<file path="src/sv/lc3s_pkg.sv">
`default_nettype none
package lc3s_pkg;
  localparam int MemWordsDefault = 4096;
  localparam logic [15:0] WinBase = 16'h3000;

  localparam logic [1:0] FUNC_WRITE  = 2'd0;
  localparam logic [1:0] FUNC_READ   = 2'd1;
  localparam logic [1:0] FUNC_EXEC   = 2'd2;
  localparam logic [1:0] FUNC_UNUSED = 2'd3;

  localparam logic [2:0] ST_RUN      = 3'd0;
  localparam logic [2:0] ST_TRAP     = 3'd1;
  localparam logic [2:0] ST_PC_OUT   = 3'd2;
  localparam logic [2:0] ST_RESERVED = 3'd3;
  localparam logic [2:0] ST_DATA_OUT = 3'd4;

  localparam logic [3:0] OP_BR  = 4'h0;
  localparam logic [3:0] OP_ADD = 4'h1;
  localparam logic [3:0] OP_LD  = 4'h2;
  localparam logic [3:0] OP_ST  = 4'h3;
  localparam logic [3:0] OP_JSR = 4'h4;
  localparam logic [3:0] OP_AND = 4'h5;
  localparam logic [3:0] OP_LDR = 4'h6;
  localparam logic [3:0] OP_STR = 4'h7;
  localparam logic [3:0] OP_RSV8 = 4'h8;
  localparam logic [3:0] OP_NOT = 4'h9;
  localparam logic [3:0] OP_LDI = 4'hA;
  localparam logic [3:0] OP_STI = 4'hB;
  localparam logic [3:0] OP_JMP = 4'hC;
  localparam logic [3:0] OP_RSV13 = 4'hD;
  localparam logic [3:0] OP_LEA = 4'hE;
  localparam logic [3:0] OP_TRAP = 4'hF;

  // memory address source
  typedef enum logic [1:0] {
    MA_OFFSET,
    MA_PC,
    MA_ADDR
  } maddr_sel_t;

  // controller -> datapath
  typedef struct packed {
    logic       load_item;   // capture item fields
    logic       mem_we;      // write memory
    maddr_sel_t mem_sel;
    logic       load_ir;     // ir <= memory data, pc++
    logic       calc;        // compute addr / execute alu, write regs
    logic       load_ptr;    // addr <= memory data
    logic       load_data;   // write dr from memory data
    logic       load_rd;     // read_word <= memory data
    logic       clr_rd;
    logic       set_status;
    logic [2:0] status_code;
    logic       pc_check;    // final pc window check
  } ctl_t;

  // datapath -> controller
  typedef struct packed {
    logic [1:0] func;
    logic       offset_ok;
    logic       halted;
    logic       pc_ok;
    logic       addr_ok;
    logic       mem_ok;      // memory data as address in window
    logic [3:0] opcode;
  } sts_t;
endpackage
`default_nettype wire

</file>
<file path="src/sv/lc3s_control.sv">
`default_nettype none
module lc3s_control (
  input  wire            clk,
  input  wire            rst,
  input  wire            start,
  input  lc3s_pkg::sts_t sts,
  output lc3s_pkg::ctl_t ctl,
  output logic           busy,
  output logic           done
);
  typedef enum logic [3:0] {
    S_IDLE, S_DECODE, S_READ, S_FETCH, S_IR, S_EXEC, S_ADDR, S_PTR,
    S_DATA, S_FINISH
  } state_t;

  state_t state;
  state_t state_next;

  always_comb begin
    ctl = '0;
    ctl.mem_sel = lc3s_pkg::MA_OFFSET;
    state_next = state;
    case (state)
      S_IDLE: begin
        ctl.load_item = start;
        if (start) state_next = S_DECODE;
      end
      S_DECODE: begin
        state_next = S_FINISH;
        ctl.clr_rd = 1'b1;
        case (sts.func)
          lc3s_pkg::FUNC_WRITE: ctl.mem_we = sts.offset_ok;
          lc3s_pkg::FUNC_READ:  if (sts.offset_ok) state_next = S_READ;
          lc3s_pkg::FUNC_EXEC: begin
            if (!sts.halted) begin
              if (sts.pc_ok) begin
                ctl.mem_sel = lc3s_pkg::MA_PC;
                state_next  = S_FETCH;
              end else begin
                ctl.set_status  = 1'b1;
                ctl.status_code = lc3s_pkg::ST_PC_OUT;
              end
            end
          end
          default: ;
        endcase
      end
      S_READ: begin
        ctl.load_rd = 1'b1;
        state_next  = S_FINISH;
      end
      S_FETCH: begin
        ctl.load_ir = 1'b1;
        state_next  = S_EXEC;
      end
      S_EXEC: begin
        ctl.calc   = 1'b1;
        state_next = S_FINISH;
        case (sts.opcode)
          lc3s_pkg::OP_TRAP: begin
            ctl.set_status  = 1'b1;
            ctl.status_code = lc3s_pkg::ST_TRAP;
          end
          lc3s_pkg::OP_RSV8, lc3s_pkg::OP_RSV13: begin
            ctl.set_status  = 1'b1;
            ctl.status_code = lc3s_pkg::ST_RESERVED;
          end
          lc3s_pkg::OP_LD, lc3s_pkg::OP_LDI, lc3s_pkg::OP_ST,
          lc3s_pkg::OP_STI, lc3s_pkg::OP_LDR, lc3s_pkg::OP_STR:
            state_next = S_ADDR;
          default: ctl.pc_check = 1'b1;
        endcase
      end
      S_ADDR: begin
        ctl.mem_sel = lc3s_pkg::MA_ADDR;
        if (!sts.addr_ok) begin
          ctl.set_status  = 1'b1;
          ctl.status_code = lc3s_pkg::ST_DATA_OUT;
          state_next      = S_FINISH;
        end else if (sts.opcode == lc3s_pkg::OP_ST ||
                     sts.opcode == lc3s_pkg::OP_STR) begin
          ctl.mem_we = 1'b1;
          ctl.pc_check = 1'b1;
          state_next = S_FINISH;
        end else if (sts.opcode == lc3s_pkg::OP_LDI ||
                     sts.opcode == lc3s_pkg::OP_STI) begin
          state_next = S_PTR;
        end else begin
          state_next = S_DATA;
        end
      end
      S_PTR: begin
        ctl.load_ptr = 1'b1;
        if (!sts.mem_ok) begin
          ctl.load_ptr    = 1'b0;
          ctl.set_status  = 1'b1;
          ctl.status_code = lc3s_pkg::ST_DATA_OUT;
          state_next      = S_FINISH;
        end else if (sts.opcode == lc3s_pkg::OP_STI) begin
          state_next = S_IR;
        end else begin
          state_next = S_IR;
        end
      end
      S_IR: begin
        // pointer now in addr
        ctl.mem_sel = lc3s_pkg::MA_ADDR;
        if (sts.opcode == lc3s_pkg::OP_STI) begin
          ctl.mem_we   = 1'b1;
          ctl.pc_check = 1'b1;
          state_next   = S_FINISH;
        end else begin
          state_next = S_DATA;
        end
      end
      S_DATA: begin
        ctl.load_data = 1'b1;
        ctl.pc_check  = 1'b1;
        state_next    = S_FINISH;
      end
      S_FINISH: state_next = S_IDLE;
      default:  state_next = S_IDLE;
    endcase
  end

  always_ff @(posedge clk) begin
    if (rst) begin
      state <= S_IDLE;
    end else begin
      state <= state_next;
    end
  end

  assign busy = (state != S_IDLE);
  assign done = (state == S_FINISH);
endmodule
`default_nettype wire
</file>
<file path="config.mk">
export PLATFORM = sky130hd
export DESIGN_NAME = lc3s_control
export DESIGN_NICKNAME = d
export VERILOG_FILES = /design/src/sv/lc3s_pkg.sv /design/src/sv/lc3s_control.sv
export SDC_FILE = /design/constraint.sdc
export NUM_CORES = 1
export LEC_CHECK = 0
export ABC_AREA = 1
export BUFFER_PORTS_ARGS = -buffer_cell sky130_fd_sc_hd__buf_4
export CORE_MARGIN = 3
export CORE_UTILIZATION = 47
export CTS_BUF_LIST = sky130_fd_sc_hd__clkbuf_16
export DETAILED_ROUTE_END_ITERATION = 16
export PLACE_DENSITY = 0.79
export SYNTH_ARGS = -nofsm -noshare
export SYNTH_HDL_FRONTEND = slang
export SYNTH_SLANG_ARGS = --single-unit
export TNS_END_PERCENT = 50
</file>
<file path="constraint.sdc">
create_clock -name clk -period 1.6 [get_ports clk]
set_input_delay 0.32 -clock clk [delete_from_list [all_inputs] [get_ports clk]]
set_output_delay 0.32 -clock clk [all_outputs]
set_load 0.01 [all_outputs]
</file>
Word level (Yosys, flattened, before mapping)
Index checks and enable logic that the tools add are counted.
{"block": "totals", "register_bits": 4, "inputBits": 14, "output_inout_bits": 17, "wordCells": 68}
{"block": "op_classes", "mux": 37, "eq_ne": 21, "reduce_logical": 9}
{"op": "4-bit 2-to-1 mux", "count": 14}
{"op": "4-bit case mux with 8 select lines", "count": 1}
{"op": "4-bit equality test, second input constant", "count": 7}
{"op": "4-bit by 3-bit equality test with 1-bit output, second input constant", "count": 6}
{"op": "1-bit 2-to-1 mux", "count": 17}
{"op": "4-bit by 2-bit equality test with 1-bit output, second input constant", "count": 4}
{"op": "4-bit case mux with 2 select lines", "count": 2}
{"op": "4-bit case mux with 4 select lines", "count": 1}
{"op": "3-bit case mux with 3 select lines", "count": 1}
{"op": "9-bit OR reduction", "count": 1}
{"op": "6-bit OR reduction", "count": 1}
{"op": "4-bit by 1-bit equality test with 1-bit output, second input constant", "count": 1}
{"op": "4-bit zero test", "count": 1}
{"op": "1-bit case mux with 4 select lines", "count": 1}
{"op": "4-bit nonzero test", "count": 1}
{"op": "2-bit OR reduction", "count": 2}
{"op": "2-bit by 1-bit equality test with 1-bit output, second input constant", "count": 1}
{"op": "2-bit equality test, second input constant", "count": 1}
{"op": "2-bit zero test", "count": 1}
{"op": "1-bit logical OR", "count": 2}
{"op": "2-bit inequality test, second input constant", "count": 1}

Depth between registers and ports, before layout
Gate-level depths: netlist of run 1.
{"block": "logic_depth", "ltp_word": 6, "ltp_mapped": 10, "ltp_nobuf": 10}

Worst setup path after synthesis of run 1
Ideal clock, no wire load.
{"block": "synth_path", "path_type": "reg2out", "start": "reg state[3]", "end": "out ctl[4] (netlist name)", "slack_ns": 0.180, "path_stages_with_launch": 8, "arrival_time_ns": 1.100, "cell_sequence": "dfxtp_1 -> inv_2 -> nand2_4 -> nor2_4 -> inv_2 -> o21ai_1 -> nor2_1 -> nand2_1"}
{"item": "from (decl)", "line": "lc3s_control.sv:16", "source": "state_t state;"}
{"item": "from (signal assigned)", "line": "lc3s_control.sv:130", "source": "state <= state_next;"}
{"item": "to (decl)", "line": "lc3s_control.sv:7", "source": "output lc3s_pkg::ctl_t ctl,"}

==> metrics.md, run 1 <==
| Metric | Value |
|---|---|
| DRT antenna net count | 0 |
| Mapped Area | approximately 600 um2 |
| Multi-input gate area | 497 um2 |
| Max Clock Freq | 592 MHz |
| Die W | 42.0 um |
| Max_cap viols | 0 |
| Setup WS post-layout | -89.1 ps |
| FILL cells | 63 |
| Pre-Repair DR Iteration Count | 5 |
| Clock Path Buffers | 2 |
| Outcome | complete, but fails checks |
| Internal Dissipation | 0.583 mW |
| Leading cell type in the layout, fill and taps excluded | buf_4 |
| Syn avg cell area | 5.36 um2 |
| Vias per cell | 6.13 |
| Worst VDD drop | around 0.8 mV |
| Starting Density | 0.528 |
| Hold Fails Final Rpt | 0 |
| Leading post-synthesis cells by cell area | nand2_1, dfxtp_1, nor2_1, nand3_1, inv_1 |
| Register bit total from synthesis | 4 |
| Clock share of power | 0.439 |
| Wire length per cell | approximately 18 um |
| Vias in the first global route | between 800 and 900 |
| Top reg by flops | state |
| CTS sink cnt | 4 |
| Antenna violations before repair | 0 |
| RSZ-0062 raised after global routing | yes |
| Row count | 12 |
| Post-Syn Instances | 114 |
| Area after DPL | 853 um2 |
| Total CTS buffers | 3 |
| Worst R2R Path Depth | 8 |
| Die Y-Extent | 42.0 um |
| Violated checks | negative setup slack |
| Gr ovfl total | 0 |
| Synth warnings | 0 |
| Core outline area | 0.00116 mm2 |
| Sequential area share after synthesis | 0.131 |
| CTS tree | yes |
| Post-route cell area | between 0.001 and 0.0015 mm2 |
| Final Slew Violations | 0 |
| Largest net degree at the start of global routing | 8 |
| Synth cell types | 20 |
| Clk_skew | 1.09 ps |
| Hold Path Stages | 2 |
| Critical-path maximum fanout | 4 |
| Worst setup SP type | register |
| Slew headroom | 0.802 |
| Worst setup EP type | output port |
| Final worst path period need | 1690 ps |
| NumNets Final | between 150 and 200 |
| DRT Wirelength | 2910 um |
| Worst reg2reg path startpoint | state[0] |
| Post-synth top area cell | nand2_1 |
| First-pass GRT wire length | between 3000 and 4000 um |
| Crit Path Class | reg -> out |
| Number of flip-flops in the largest register | 4 |
| DR DRC count | 0 |
| CTS clk-pin slew, worst paths | about 30 ps |
| Largest registers | state (4) |
| Post-synth top area share | 0.148 |
| # setup viols final | 3 |
| CTS H-Tree Depth | 1 |
| Hold path start | rst |
| Drt initial violations | 63 |
| Crit Reg-Reg Endpoint | state[3] |
| Clk_lat worst skew | 220 ps |
| Area occupied by registers | around 90 um2 |
| Die Footprint | 0.00177 mm2 |
| Antenna Cells | 0 |
| Critical Path RT | about 1300 ps |
| Final core occ | 0.890 |
| Worst slew pin tran | ~290 ps |
| Setup slack, reg-to-reg | 250 ps |
| Fin crit share | 1.06 |
| Switch share | 0.340 |
| Sequential share of power | 0.157 |
| Gp weighted congestion | 0.906 |
| Logic pwr share | 0.404 |
| All-Layer GR Usage | 0.261 |
| Leakage | 0.572 nW |
| Area grow syn2layout | 68.4% |
| Worst hold-check path type | in -> reg |
| Net Sw Power | 0.300 mW |
| Layout cell share with drive strength beyond 1 | 0.411 |
| Synthesized Nets | around 130 |
| Clock root cell | clkbuf_16 |
| Most frequent cells in the layout | buf_4, nand2_1, nor2_1 |
| Number of I/O port buffers | 30 |
| Via count | 1011 |
| Arr. time, crit path | approximately 1400 ps |
| Post-DP HPWL | 1390 um |
| Hold EP | state[1] |
| I/O pins | 31 |
| Power Dens Cells | 859 mW/mm2 |
## cell families (layout without fill, tap and decap cells)
group	after synthesis	in the layout	share of synthesized area
AND/OR/NAND/NOR	76	76	0.600
buffers and inverters	23	60	0.141
AO/OA/AOI/OAI	8	8	0.0656
flip-flops	4	4	0.131
adder cells (fa/ha/maj)	3	3	0.0615
## how the worst max path moves through the flow
stage	start	end	slack (ps)	depth (start not counted)
after CTS	state[0]	ctl[14]	10	4
after global routing	state[1]	ctl[4]	-170	8
after global placement	state[3]	ctl[4]	140	8
after floorplan	state[3]	ctl[4]	180	7
after detailed placement	state[3]	ctl[4]	120	8
final	state[2]	ctl[4]	-90	7
## layout make-up
cell class,count,share of cell area
sequential,4,0.0900
clock buffer,3,0.0730
timing repair buffer,34,0.248
multi-input combinational,87,0.483
tap,14,0.0170
inverter,23,0.0888
## routing by layer
metal	up-vias	track usage	part of all wire	wire length, um
met1	447	0.286	0.34	984
li1	431	-	-	-
met4	0	0.137	0.093	270
met2	95	0.475	0.48	1390
met5	-	0	0	0
met3	38	0.0386	0.089	259
## cells in the mapped netlist
cell type  count
o21ai_1        2
nand3_2        1
ha_1           3
nor2_2         2
nand2_4        2
a21oi_1        2
nand3_1       14
dfxtp_1        4
nand3b_1       1
clkinv_1       1
nand2_2        1
nor2_4         2
nand2_1       24
inv_2          5
o21ai_0        4
and2_1         1
inv_1         17
nor2_1        19
nor3_1         7
nand4_1        2
## per-stage QoR
stage / setup WS [ps] / instances / TNS [ps] / power [mW] / hold slack, ps
3_5_place_dp: 121 / 158 / 0 / 0.399 / 500
4_1_cts: 10.5 / 162 / 0 / 0.821 / 268
3_3_place_gp: 139 / 158 / 0 / 0.396 / 498
2_1_floorplan: 180 / 114 / 0 / 0.290 / 389
6_report: -89.1 / 165 / -124 / 0.884 / 276
5_1_grt: -172 / 165 / -529 / 0.914 / 282
## repair_timing
item / in CTS / in global routing
cloned: 0 / 0
resized for setup: 10 / 11
hold buffers: 0 / 0
setup endpoints to repair: 3 / 6
setup buffers: 1 / 3
pin swaps: 1 / 5
## power groups by stage
stage               Combinational, mW  Clock (mW)  Sequential [mW]
floorplan                       0.165           0            0.125
finish                          0.357       0.388            0.139
CTS                             0.299       0.388            0.134
detailed placement              0.271           0            0.128
global placement                0.268           0            0.128
global route                    0.379       0.396            0.139
## worst max-delay path, stage by stage, from the launching register on
cell and delay [ps]:
dfxtp_4 390, inv_2 90, nor2_2 170, nand3_2 140, o21ai_4 100, nor2_1 80, nand2_1 60, buf_4 110
(Power assumes the default switching activity.)
==> run 2, diff against run 1 <==
ABC_AREA = not set   (was 1)
CORE_UTILIZATION = 40   (was 47)
PLACE_DENSITY = 0.67   (was 0.79)
==> run 2 against run 1 <==
Net effect:
- the run still ends with negative setup slack left
- sequential cell count stayed put
- critical path depth is 2 lower
- worst setup slack worse by 69 ps
- global-route usage is 0.57 points lower
- wire length is 9.9% lower
- sequential share of layout area is 1.6 points lower
- sequential power is 12% lower
- synthesized area is 9.6% higher
- clock power is 1% higher
- cell count is 4.8% lower
- final area is 22% higher
- total power is 9.7% lower
- critical path type unchanged
- critical endpoint unchanged
==> metrics.md, run 2 <==
| Metric | Value |
|---|---|
| Outcome | complete, but fails checks |
| Violated checks | negative setup slack |
| Worst VDD drop | 0.600 mV (-25%) |
| DRT antenna net count | 0 (unchanged) |
| Leading cell type in the layout, fill and taps excluded | buf_4 |
| Vias in the first global route | 843 (-2.1%) |
| Wl on met1 | 990 um (+0.61%) |
| Syn avg cell area | 7.52 um2 (+40%) |
| Die Footprint | 0.00220 mm2 (+24%) |
| Wire length per cell | 16.7 um (-5.3%) |
| Routed wl met2 | 1370 um (-1.9%) |
| CTS sink cnt | 4 (unchanged) |
| Clock Path Buffers | 2 (unchanged) |
| Final worst path period need | 1760 ps (+69.3 ps) |
| Post-Syn Instances | 89 (-22%) |
| # setup viols final | 10 (+7) |
| WHS | 363 ps (+87.4 ps) |
| Hold EP | state[1] |
| Internal Dissipation | 0.577 mW (-1.1%) |
| Power Total | 0.798 mW (-9.7%) |
| Die W | 46.9 um (+12%) |
| Worst hold-check path type | in -> reg |
| Ys flop type | dfxtp_1 |
| Slew headroom | 0.803 (+0.000944) |
| Async set-reset flop share out of synthesis | 0 (unchanged) |
| Hold path start | rst |
| Via count | 925 (-8.5%) |
| DRT Wirelength | 2620 um (-9.9%) |
| Most frequent cells in the layout | buf_4, buf_6, inv_1 |
| Top reg by flops | state |
| Vias per cell | 5.89 (-3.8%) |
| Crit Path Class | reg -> out |
| Starting Density | 0.434 (-0.0939) |
| First-pass GRT wire length | 3860 um (+4.7%) |
| Worst R2R Path Depth | 6 (-2) |
| Max_cap viols | 0 (unchanged) |
| Net Sw Power | 0.221 mW (-27%) |
| Total CTS buffers | 3 (unchanged) |
| Clock share of power | 0.491 (+0.052) |
| DR DRC count | 0 (unchanged) |
| Antenna violations before repair | 0 (unchanged) |
| Post-DP HPWL | 1700 um (+22%) |
| Clock root cell | clkbuf_16 |
| Number of I/O port buffers | 30 (unchanged) |
| Power Dens Cells | 634 mW/mm2 (-26%) |
| Gr ovfl total | 0 (unchanged) |
| Register bit total from synthesis | 4 (unchanged) |
| Drt initial violations | 36 (-43%) |
| Largest registers | state (4) |
| Area grow syn2layout | 87.9% |
| Clk_skew | 0.786 ps (-0.306 ps) |
| Mapped Area | 669 um2 (+9.6%) |
| Max Clock Freq | 569 MHz (-3.9%) |
| CTS tree | yes |
| Post-synth top area share | 0.120 (-0.0279) |
| Worst slew pin tran | 294 ps (-0.396 ps) |
| Worst reg2reg path startpoint | state[0] |
| Post-CTS Hold Buffers | 0 (unchanged) |
| NumNets Final | 160 (-5.9%) |
| Layout cell share with drive strength beyond 1 | 0.574 (+0.164) |
| Synth cell types | 42 (+110%) |
| Worst setup EP type | output port |
| CTS clk-pin slew, worst paths | 30 ps (about the same) |
| Leading post-synthesis cells by cell area | dfxtp_1, ha_1, inv_1, nor2b_1, nand2_1 |
| RSZ-0062 raised after global routing | yes |
| Setup slack, reg-to-reg | 90 ps (-160 ps) |
| Setup WS post-layout | -158 ps (-69.3 ps) |
| Number of flip-flops in the largest register | 4 (unchanged) |
| Sequential area share after synthesis | 0.120 (-0.0115) |
| Hold Fails Final Rpt | 0 (unchanged) |
| Synth warnings | 0 (unchanged) |
| I/O pins | 31 (unchanged) |
| Clk_lat worst skew | 230 ps (about the same) |
| Switch share | 0.276 (-0.0634) |
| Most frequent cell after synthesis | inv_1 |
| Fin crit share | 1.10 (+0.0433) |
| EDFF count, synth | 0 (unchanged) |
| Sequential share of power | 0.152 (-0.005) |
| Post-synth top area cell | dfxtp_1 |
| Pre-Repair DR Iteration Count | 4 (-1) |
| Critical-path maximum fanout | 4 (unchanged) |
| Setup tns final | -724 ps (-599 ps) |
| Hold Path Stages | 3 (+1) |
| Core outline area | 0.00154 mm2 (+33%) |
| Synth cell count leaders | inv_1, nand2_1, nor2_1, nor2b_1 |
| Die Y-Extent | 46.9 um (+12%) |
| Synthesized Nets | 106 (-19%) |
| Leakage | 0.619 nW (+8.3%) |
| Metal3 WL | 181 um (-30%) |
| Worst setup SP type | register |
| All-Layer GR Usage | 0.255 (-0.00572) |
| Non-filler cells, final | 157 (-4.8%) |
| Uppermost layer routed | met4 |
| Arr. time, crit path | 1440 ps (+70 ps) |
| Row count | 14 (+2) |
| Crit Reg-Reg Endpoint | state[3] |
| Critical Path RT | 1280 ps (about the same) |
| Gp weighted congestion | 0.788 (-13%) |
| CTS H-Tree Depth | 1 (unchanged) |
| Logic pwr share | 0.357 (-0.047) |
| Antenna Cells | 0 (unchanged) |
| Final Slew Violations | 0 (unchanged) |
| Dpl cells | 146 (-7.6%) |
| Largest net degree at the start of global routing | 9 (+1) |
-- run 2: cell types whose count changed after synthesis, moves of 3 or more --
cell / previous run / this run
nand2_1: 24 / 7
nor2_1: 19 / 7
nand3_1: 14 / 3
inv_1: 17 / 9
inv_2: 5 / 0
nor2b_1: 0 / 5
nor3_1: 7 / 2
and3_1: 0 / 4
o31a_1: 0 / 3
-- run 2: kinds of logic (layout without fill, tap and decap cells) --
family                   count (synthesis)  after routing  synth area share
AND/OR/NAND/NOR                         43             43             0.419
AO/OA/AOI/OAI                           23             23             0.265
buffers and inverters                   14             66             0.112
flip-flops                               4              4             0.120
adder cells (fa/ha/maj)                  3              3            0.0561
XOR/XNOR                                 1              1            0.0131
multiplexers                             1              1            0.0150
-- run 2: cell type report --
cell class              count  area [um2]
multi-input cells          71         572
fillers                   109         284
inverters                   9        36.3
well taps                  16        20.0
repair buffers             54         462
flip-flops and latches      4        92.6
clock buffers               3        75.1
-- run 2: per-layer routing --
metal	track usage	vias to the layer above
met5	0	-
met2	0.463	51
met1	0.264	436
met4	0.160	0
met3	0.0498	10
li1	-	428
-- run 2: worst max path at each step --
stage	start	endpoint	slack, ps
floorplan	state[3]	ctl[2]	10
global placement	state[0]	ctl[13]	-60
detailed placement	sts[9]	ctl[4]	-40
CTS	state[3]	ctl[4]	-140
global route	state[3]	ctl[4]	-240
finish	state[3]	ctl[4]	-160
-- run 2: power by group through the flow --
stage               Sequential, mW  Combinational, mW  Clock, mW
floorplan                    0.116              0.129          0
global placement             0.123              0.226          0
detailed placement           0.124              0.231          0
CTS                          0.121              0.266      0.394
global route                 0.123              0.304      0.407
finish                       0.122              0.284      0.392
-- run 2: through the flow --
| stage | setup WS, ps | util | instance area, um2 |
|---|---|---|---|
| 6_report | -158 | 0.816 | 1260 |
| 5_1_grt | -237 | 0.816 | 1260 |
| 4_1_cts | -145 | 0.769 | 1180 |
| 3_5_place_dp | -38.4 | 0.644 | 993 |
| 3_3_place_gp | -55.1 | 0.644 | 993 |
| 2_1_floorplan | 9.52 | - | 669 |
-- run 2: what timing repair did --
item                                    CTS  global route
buffers inserted                          7             2
endpoints found under the setup margin    9            14
pin swaps                                14             8
cloned                                    0             0
gates resized for setup                  25            15
-- run 2: critical path, stage by stage (launching register included) --
cell and delay (ps):
dfxtp_4 350, buf_6 120, nor4b_4 320, nand3_1 150
o211ai_1 120, buf_4 150
